[config.mk]
export PLATFORM = sky130hd
export DESIGN_NAME = sacache_ctrl
export DESIGN_NICKNAME = d
export VERILOG_FILES = /design/src/rtl/core/sacache_pkg.sv /design/src/rtl/core/sacache_ctrl.sv
export SDC_FILE = /design/constraint.sdc
export NUM_CORES = 1
export LEC_CHECK = 0
export ABC_AREA = 0
export BUFFER_PORTS_ARGS = -buffer_cell sky130_fd_sc_hd__buf_2
export CAP_MARGIN = 10
export CORE_ASPECT_RATIO = 1.5
export CORE_MARGIN = 3
export CORE_UTILIZATION = 24
export CTS_CLUSTER_SIZE = 10
export DETAILED_ROUTE_END_ITERATION = 8
export PLACE_DENSITY_LB_ADDON = 0.05
export SLEW_MARGIN = 20
export SYNTH_ARGS = -nofsm -noshare
export SYNTH_HDL_FRONTEND = slang
export SYNTH_SLANG_ARGS = --single-unit
[constraint.sdc]
create_clock -name i_clk -period 1.9 [get_ports i_clk]
set_input_delay 0.38 -clock i_clk [delete_from_list [all_inputs] [get_ports i_clk]]
set_output_delay 0.38 -clock i_clk [all_outputs]
set_load 0.02 [all_outputs]
[src/rtl/core/sacache_pkg.sv]
`timescale 1ns / 1ps
package sacache_pkg;

    localparam int MAX_WAYS   = 16;
    localparam int MAX_SETS   = 1024;
    localparam int ADDR_BITS  = 32;
    localparam int COUNT_BITS = 32;

    localparam int NBANK   = 2;
    localparam int WAY_AW  = $clog2(MAX_WAYS);
    localparam int WCNT_W  = WAY_AW + 1;
    localparam int SET_AW  = $clog2(MAX_SETS);
    localparam int ROWS    = NBANK * MAX_SETS;
    localparam int ROW_AW  = $clog2(ROWS);
    localparam int RANK_W  = 4;
    localparam int NCNT    = 8;
    localparam int PADDR_W = 5;

    // access kinds
    localparam logic [1:0] KIND_READ  = 2'd0;
    localparam logic [1:0] KIND_WRITE = 2'd1;
    localparam logic [1:0] KIND_FETCH = 2'd2;

    // replacement policies
    localparam logic [1:0] POL_LRU  = 2'd0;
    localparam logic [1:0] POL_FIFO = 2'd1;
    localparam logic [1:0] POL_RAND = 2'd2;

    // register indexes
    localparam logic [2:0] REG_SPLIT  = 3'd0;
    localparam logic [2:0] REG_POLICY = 3'd1;
    localparam logic [2:0] REG_WAYS   = 3'd2;
    localparam logic [2:0] REG_OFFSET = 3'd3;
    localparam logic [2:0] REG_USETS  = 3'd4;
    localparam logic [2:0] REG_ISETS  = 3'd5;
    localparam logic [2:0] REG_DSETS  = 3'd6;

    // event counter slots
    localparam int CNT_HIT       = 0;
    localparam int CNT_MISS      = 1;
    localparam int CNT_FETCH_HIT = 2;
    localparam int CNT_FETCH_MIS = 3;
    localparam int CNT_READ_HIT  = 4;
    localparam int CNT_READ_MIS  = 5;
    localparam int CNT_WRITE_HIT = 6;
    localparam int CNT_WRITE_MIS = 7;

    localparam logic [15:0] LFSR_SEED = 16'hACE1;
    localparam logic [15:0] LFSR_TAPS = 16'hB400;

    typedef enum logic [1:0] {
        ST_CLEAR,
        ST_IDLE,
        ST_LOOK
    } t_state;

    typedef struct packed {
        logic       split_mode;
        logic [1:0] replace_policy;
        logic [2:0] ways_log2;
        logic [3:0] offset_bits;
        logic [3:0] unified_sets_log2;
        logic [3:0] inst_sets_log2;
        logic [3:0] data_sets_log2;
    } t_cfg;

    typedef struct packed {
        logic              clr;
        logic [ROW_AW-1:0] clr_addr;
        logic              accept;
        logic              commit;
    } t_cmd;

    typedef struct packed {
        logic                 vld;
        logic [ADDR_BITS-1:0] tag;
        logic [RANK_W-1:0]    rank;
    } t_line;

    typedef struct packed {
        logic [WAY_AW-1:0]        fifo;
        t_line [MAX_WAYS-1:0]     line;
    } t_row;

endpackage

[src/rtl/core/sacache_ctrl.sv]
`timescale 1ns / 1ps
module sacache_ctrl
    import sacache_pkg::*;
(
    input  logic i_clk,
    input  logic i_rst_n,
    input  logic i_in_valid,
    output logic o_in_ready,
    input  logic i_out_ready,
    output logic o_out_valid,
    output t_cmd o_cmd
);

    t_state            r_state, n_state;
    logic [ROW_AW-1:0] r_clr_cnt, n_clr_cnt;
    logic              r_out_valid, n_out_valid;

    always_ff @(posedge i_clk) begin
        if (!i_rst_n) begin
            r_state     <= ST_CLEAR;
            r_clr_cnt   <= '0;
            r_out_valid <= 1'b0;
        end else begin
            r_state     <= n_state;
            r_clr_cnt   <= n_clr_cnt;
            r_out_valid <= n_out_valid;
        end
    end

    always_comb begin
        n_state      = r_state;
        n_clr_cnt    = r_clr_cnt;
        o_in_ready   = 1'b0;
        o_cmd        = '0;
        o_cmd.clr_addr = r_clr_cnt;
        case (r_state)
            ST_CLEAR: begin
                o_cmd.clr = 1'b1;
                n_clr_cnt = r_clr_cnt + 1'b1;
                if (r_clr_cnt == ROW_AW'(ROWS - 1)) begin
                    n_state = ST_IDLE;
                end
            end
            ST_IDLE: begin
                o_in_ready = 1'b1;
                if (i_in_valid) begin
                    o_cmd.accept = 1'b1;
                    n_state      = ST_LOOK;
                end
            end
            ST_LOOK: begin
                // wait until the result slot is free
                if (!r_out_valid || i_out_ready) begin
                    o_cmd.commit = 1'b1;
                    n_state      = ST_IDLE;
                end
            end
            default: begin
                n_state = ST_IDLE;
            end
        endcase
        n_out_valid = o_cmd.commit ? 1'b1 : (i_out_ready ? 1'b0 : r_out_valid);
    end

    assign o_out_valid = r_out_valid;

endmodule

==> results.yml, run 1 <==
setup_path:
  worstPathCellList: "or2_1 -> inv_1 -> buf_2"
  critPathMaxFanout: 9
  startpoint_type: "flip-flop"
  crit_type: "flip-flop to primary output"
  setup.worst_path.end_class: "primary output"
  slowest_stage: "dfxtp_1"
  arrival_ps: 1320
  cp_top_family: "flip-flops"
  max_stage_delay_ps: 350
  cp_data_required_time_ps: 1520
  crit_buf_inv: 2
sta:
  hold_slack_ps: 397
  fmax_ghz: 0.589
  setup_viol: 0
  fin_tns_setup_ps: 0
  hold_viol: 0
  fin_crit_sh_pct: 89.4
  skew_ps: 3.92
  finalMaxSlewViolations: 0
  setup_ws_ps: 201
  grt_setup_unrepaired: "false"
  timing.slew.headroom_pct: 75.7
  period_minus_slack_ps: 1700
  worst_pin_slew_ps: 365
logic_synthesis:
  yosysTopAreaCellShare_pct: 42.2
  synthAdderAreaFrac_pct: 1.88
  synth-async-reset-ratio_pct: 0
  synth.avg_cell_area_sq_um: 8.74
  syn_nets: 81
  yosysWarnings: 0
  muxShareOfSynthArea_pct: 3.01
  yosys.area.top_type: "dfxtp_1"
  yosys.area_share.simple_pct: 28.6
  synth_edf_count: 0
  ys.flop_type: "dfxtp_1"
  synth-seq-cells: 14
  synth_top_family_by_area: "simple AND/OR/NAND/NOR gates"
  synth_commonest_cells: "14 x dfxtp_1, 8 x a21oi_1, 8 x nand2_1"
  yosys-top-cells-area: "dfxtp_1 42%, a21oi_1 6.0%, nand2_1 4.5%"
  synthCells: 76
  yosysSeqAreaShare_pct: 42.2
  synth.most_common_cell: "dfxtp_1"
  synth-compound-area-share_pct: 14.9
  synthXorXnorAreaFrac_pct: 2.64
  yosysUniqueCellTypes: 30
  syn_area_sq_um: 664
power_and_ir_drop:
  cellPowerDensity_mw_per_mm2: 686
  p_sw_uw: 132
  seqPwrFrac_pct: 54.3
  pwr-share-comb_pct: 6.4
  power.leakage_uw: 0.000327
  finalPower_uw: 561
  swShare_pct: 23.6
  ir_worst_vdd_v: 0.000282
  p_clk_share_pct: 39.3
  internal_power_uw: 429
floorplanning:
  start_util_pct: 26.2
  dieHeight_microns: 70.4
  coreArea_sq_mm: 0.00253
  die-area_sq_mm: 0.00345
  die_w_microns: 49.0
  pin_count: 20
  row_count: 22
place:
  hpwl_microns: 1110
  dp_slack_ps: 423
  portBuffers: 19
  place.gp.congestion: 0.645
cells_and_area:
  synthToLayoutAreaGrowth_pct: 23.2
  finalNetCount: 102
  drive_gt1_share_pct: 28.1
  diodes: 0
global_routing:
  grt-ovfl-total: 0
  grt_usage_pct: 9.42
  grt_max_degree: 12
  grt_pass1_wl_microns: 2540
  grt_antenna_before_repair: 0
  grt_pass1_vias: 571
clock_tree:
  htreeDepth: 1
  path_clk_slew_ps: 90
  cts_resized: 0
  numCtsBuffers: 3
  postCtsSetupBuffers: 0
  cts_root_buf: "clkbuf_4"
  holdBufCountCts: 0
  cts_tree: "done"
  clockBufferDepth: 2
  clock-sinks: 14
  insertion_delay_ps: 280
drt:
  vias_per_cell: 4.55
  vias: 600
  wire_per_inst_microns: 11.4
  drtIter0Drc: 22
  drc: 0
  dr.pass1.iters: 2
  drt_wl_total_microns: 1500
  antenna_left: 0
status:
  status: "completed"
job:
  drv_cap: 0
min_path:
  min_path_type: "input port to flip-flop"
-- cells in the final DEF (no fill, tap or decap), drive strengths merged, types with 3 or more instances in the layout --
cell type  count
nand2          8
a21oi          8
buf           19
nor2           3
dfxtp         14
inv            6
or4            4
clkbuf         4
o31ai          4
-- area by class of cell --
type | instances | area (sq um)
Inverter | 6 | 22.5
Clock buffer | 4 | 36.3
Tap cell | 36 | 45.0
Multi-Input combinational cell | 53 | 339
Sequential cell | 14 | 280
Timing Repair Buffer | 19 | 95.1
Fill cell | 286 | 1710
-- routing by layer --
layer | vias up | routed length [microns] | track usage, %
li1 | 313 | - | -
met1 | 270 | 674 | 10.6
met2 | 13 | 730 | 16.2
met3 | 4 | 71 | 1.71
met4 | 0 | 25 | 5.70
met5 | - | 0 | 0
-- worst reg2reg max path, cell delays in order, from the launching register on --
cell	delay, ps
dfxtp_1	410
ha_1	190
nand3_1	220
or4_1	450
a21oi_1	150
-- power by group through the flow --
stage | sequential, uW | combinational [uW] | clock (uW)
final | 305 | 35.9 | 221
after global placement | 312 | 37.2 | 0
after floorplan | 318 | 16.3 | 0
after CTS | 305 | 36.9 | 229
after global routing | 306 | 40.7 | 241
after detailed placement | 312 | 36.7 | 0
-- worst paths after layout --
kind	start	end	slack, ps	cells after the start
setup / recovery	r_state[1]	o_cmd[13]	200	3
hold / removal	i_rst_n	r_clr_cnt[10]	400	3
setup reg to reg	r_clr_cnt[0]	r_clr_cnt[8]	410	4
hold reg to reg	r_clr_cnt[10]	r_clr_cnt[10]	480	2
-- flip-flops by register name, summed over array words and instances (netlist names) --
| register | flops |
|---|---|
| o_out_valid | 1 |
| r_clr_cnt | 11 |
| r_state | 2 |
-- logic make-up (layout without fill, tap and decap cells) --
kind of cell	count (synthesis)	in the layout
AO/OA/AOI/OAI	16	16
flip-flops	14	14
XOR/XNOR	2	2
adder cells (fa/ha/maj)	1	1
multiplexers	2	2
AND/OR/NAND/NOR	32	32
buffers and inverters	9	29
-- per-stage QoR --
step / cells / instance area, sq um / utilization, %
CTS: 132 / 818 / 32.3
global route: 132 / 818 / 32.3
global placement: 128 / 782 / 30.9
floorplan: 76 / 664 / -
detailed placement: 128 / 782 / 30.9
finish: 132 / 818 / 32.3
Note: power is estimated with default switching activity, not from simulation.
==> run 2, diff against run 1 <==
--- a/config.mk
+++ b/config.mk
@@ -8,9 +8,8 @@
 export ABC_AREA = 0
 export BUFFER_PORTS_ARGS = -buffer_cell sky130_fd_sc_hd__buf_2
 export CAP_MARGIN = 10
-export CORE_ASPECT_RATIO = 1.5
 export CORE_MARGIN = 3
-export CORE_UTILIZATION = 24
+export CORE_UTILIZATION = 48
 export CTS_CLUSTER_SIZE = 10
 export DETAILED_ROUTE_END_ITERATION = 8
 export PLACE_DENSITY_LB_ADDON = 0.05
==> results.yml, run 2 (synthesized netlist as in run 1, its figures left out) <==
clock_tree:
  clockBufferDepth: 2
  postCtsSetupBuffers: 0
  path_clk_slew_ps: 80
  cts_root_buf: "clkbuf_4"
  cts_tree: "done"
  htreeDepth: 1
  numCtsBuffers: 3
  clock-sinks: 14
  holdBufCountCts: 0
  cts_resized: 0
  insertion_delay_ps: 280
global_routing:
  grt-ovfl-total: 0
  grt_antenna_before_repair: 0
  grt_usage_pct: 16.0
  grt_max_degree: 12
  grt_pass1_wl_microns: 2200
  grt_pass1_vias: 499
status:
  status: "completed"
cells_and_area:
  drive_gt1_share_pct: 27.4
  synthToLayoutAreaGrowth_pct: 16.9
  final_cell_mix: "19 x buf_2, 14 x dfxtp_1, 8 x nand2_1, 8 x a21oi_1, 6 x inv_1"
  fillers: 102
  layout_commonest_cell: "buf_2"
  diodes: 0
  largest-register: "r_clr_cnt"
  finalNetCount: 102
  largest_reg_flops: 11
floorplanning:
  start_util_pct: 55.3
  coreArea_sq_mm: 0.00120
  die-area_sq_mm: 0.00187
  dieHeight_microns: 43.2
  pin_count: 20
  die_w_microns: 43.2
  row_count: 12
power_and_ir_drop:
  ir_worst_vdd_v: 0.000459
  power.leakage_uw: 0.000320
  cellPowerDensity_mw_per_mm2: 655
drt:
  drt_wl_total_microns: 1280
  vias: 607
  vias_per_cell: 5.57
  wire_per_inst_microns: 11.8
  dr.pass1.iters: 4
  drtIter0Drc: 10
  drc: 0
  antenna_left: 0
sta:
  worst_pin_slew_ps: 363
  fin_crit_sh_pct: 88.3
  fmax_ghz: 0.596
  finalMaxSlewViolations: 0
  skew_ps: 1.48
  period_minus_slack_ps: 1680
  grt_setup_unrepaired: "false"
  timing.slew.headroom_pct: 75.6
  fin_tns_setup_ps: 0
  setup_ws_ps: 222
  setup_viol: 0
  hold_viol: 0
job:
  drv_cap: 0
setup_path:
  arrival_ps: 1300
  critPathMaxFanout: 9
  startpoint_type: "flip-flop"
  setup.worst_path.end_class: "primary output"
  crit_type: "flip-flop to primary output"
  cp_data_required_time_ps: 1520
place:
  hpwl_microns: 928
  portBuffers: 19
  dp_slack_ps: 455
  place.gp.congestion: 0.720
min_path:
  min_path_type: "input port to flip-flop"
-- run 2: critical path: stages (launching register included) --
cell and delay [ps]:
dfxtp_1 340, or2_1 330, inv_1 160, buf_2 190
-- run 2: metal layers --
metal	GRT usage, %	part of all wire [%]	routed length (microns)
met4	13.9	3.6	46
met3	5.08	6.5	84
met1	20.2	48	614
met5	0	0	0
met2	21.2	42	539
-- run 2: final timing paths --
kind | slack (ps) | depth (start not counted) | endpoint | start
worst max-delay path | 220 | 3 | o_cmd[13] | r_state[1]
worst min-delay path | 390 | 3 | r_clr_cnt[9] | i_rst_n
worst max register to register | 450 | 4 | r_clr_cnt[4] | r_clr_cnt[0]
worst min register to register | 480 | 2 | r_clr_cnt[10] | r_clr_cnt[10]
-- run 2: stage by stage --
stage               total power (uW)  instances  util [%]  hold slack, ps  area [sq um]
floorplan                        334         76         -             509           664
global placement                 346        106      62.8             460           754
detailed placement               347        106      62.8             462           754
CTS                              514        109      64.7             380           777
global route                     536        109      64.7             403           777
finish                           509        109      64.7             390           777
-- run 2: cell type report --
type                    count  area (sq um)  area share [%]
flip-flops and latches     14           280            36.1
inverters                   6          22.5            2.90
repair buffers             19          95.1            12.2
clock buffers               3          22.5            2.90
multi-input cells          53           339            43.6
well taps                  14          17.5            2.25
-- run 2: power breakdown --
part,internal [uW],switching (uW)
Sequential,299,5.87
Clock,73.6,95.2
Combinational,13.6,21.6
Total,386,123
==> run 3, diff against run 2 <==
==> constraint.sdc (replaced) <==
create_clock -name i_clk -period 1.6 [get_ports i_clk]
set_input_delay 0.32 -clock i_clk [delete_from_list [all_inputs] [get_ports i_clk]]
set_output_delay 0.32 -clock i_clk [all_outputs]
set_load 0.02 [all_outputs]
==> results.yml, run 3 (synthesized netlist as in run 1, its figures left out) <==
status:
  status: "completed"
sta:
  hold_slack_ps: 332
  finalMaxSlewViolations: 0
  worst_pin_slew_ps: 363
  timing.slew.headroom_pct: 75.6
  skew_ps: 0.783
  hold_viol: 0
  setup_viol: 0
  period_minus_slack_ps: 1500
  grt_setup_unrepaired: "false"
  fin_tns_setup_ps: 0
  fin_crit_sh_pct: 93.7
  fmax_ghz: 0.667
setup_path:
  cp_num_cells: 3
  max_stage_delay_ps: 350
  worstPathCellList: "or2_4 -> inv_2 -> buf_2"
  slowest_stage: "dfxtp_2"
  crit_buf_inv: 2
  arrival_ps: 1180
  cp_data_required_time_ps: 1280
  cp_top_family: "flip-flops"
  crit_type: "flip-flop to primary output"
  crit_start: "r_state[1]"
  ff2ff_path_depth: 4
  critPathMaxFanout: 9
  setup.worst_path.end_class: "primary output"
  startpoint_type: "flip-flop"
  rr_startpoint: "r_clr_cnt[0]"
drt:
  antenna_left: 0
  wire_per_inst_microns: 12.7
  drtIter0Drc: 4
  drc: 0
  vias_per_cell: 5.57
  dr.pass1.iters: 4
  vias: 613
  drt_wl_total_microns: 1400
global_routing:
  top_usage_layer: "met2"
  grt-ovfl-total: 0
  use_met1_pct: 19.8
  globalRouteMet3Util_pct: 2.97
  grt_max_degree: 12
  grt_usage_pct: 16.0
  grt_antenna_before_repair: 0
  grt_pass1_wl_microns: 2290
  grt_pass1_vias: 534
  grt_use_met2_pct: 26.8
power_and_ir_drop:
  p_clk_share_pct: 39.3
  seqPwrFrac_pct: 54.3
  cellPowerDensity_mw_per_mm2: 836
  ir_worst_vdd_v: 0.000548
  swShare_pct: 23.8
  power.leakage_uw: 0.000328
  pwr-share-comb_pct: 6.4
  p_sw_uw: 159
  internal_power_uw: 509
place:
  portBuffers: 19
  hpwl_microns: 1030
  placedCellCount: 106
  place.gp.congestion: 0.718
  place_area_sq_um: 754
job:
  drv_cap: 0
floorplanning:
  start_util_pct: 55.3
  dieHeight_microns: 43.2
  die_w_microns: 43.2
  pin_count: 20
  die-area_sq_mm: 0.00187
  row_count: 12
  coreArea_sq_mm: 0.00120
cells_and_area:
  drive_gt1_share_pct: 32.3
  diodes: 0
  largest_reg_flops: 11
  final_cell_mix: "19 x buf_2, 13 x dfxtp_1, 8 x nand2_1, 8 x a21oi_1, 5 x inv_1"
  largest-register: "r_clr_cnt"
  final_area_sq_um: 800
  multiInputGateArea_sq_um: 347
  layout_commonest_cell: "buf_2"
  synthToLayoutAreaGrowth_pct: 20.3
  finalNetCount: 102
  fin_cells: 110
  regArea_sq_um: 282
  fillers: 112
clock_tree:
  clockBufferDepth: 2
  numCtsBuffers: 3
  postCtsSetupBuffers: 0
  insertion_delay_ps: 280
  clock-sinks: 14
  cts_tree: "done"
  htreeDepth: 1
  cts_root_buf: "clkbuf_4"
  path_clk_slew_ps: 90
min_path:
  hold_depth: 3
  holdCritStartpoint: "i_rst_n"
  min_path_type: "input port to flip-flop"
run 3: what timing repair did:
item / CTS / global route
gates resized for setup: 1 / 3
hold buffers: 0 / 0
setup endpoints to repair: 1 / 3
pin swaps: 0 / 0
run 3: final cells by class:
class,instances,area share (%)
Inverter,6,2.82
Tap cell,14,2.19
Timing Repair Buffer,19,11.9
Clock buffer,4,4.54
Multi-Input combinational cell,53,43.3
Sequential cell,14,35.2
run 3: power by group through the flow:
stage / sequential [uW] / clock [uW] / combinational (uW)
detailed placement: 370 / 0 / 43.0
CTS: 362 / 263 / 43.1
finish: 362 / 263 / 42.9
floorplan: 377 / 0 / 19.4
global placement: 370 / 0 / 41.6
global route: 364 / 272 / 47.7
run 3: per-layer routing:
metal | wire length [microns] | vias up | part of all wire, %
li1 | - | 311 | -
met1 | 640 | 283 | 46
met2 | 671 | 17 | 48
met3 | 73 | 2 | 5.2
met4 | 10 | 0 | 0.72
met5 | 0 | - | 0
run 3: metrics by stage:
step / setup slack [ps] / total power (uW) / util (%)
global placement: 187 / 411 / 62.8
finish: 101 / 668 / 66.6
global route: 39.9 / 684 / 66.6
CTS: 4.90 / 669 / 65.8
floorplan: 133 / 397 / -
detailed placement: 139 / 413 / 62.8
run 3: worst min-delay path: stages:
cell and delay (ps):
buf_2 130, nand2_1 60, mux2i_1 50
run 3: path summary, 6_finish.rpt:
check                   to  slack [ps]
max              o_cmd[13]         100
min          r_clr_cnt[10]         330
max reg2reg   r_clr_cnt[8]         170
min reg2reg  r_clr_cnt[10]         480
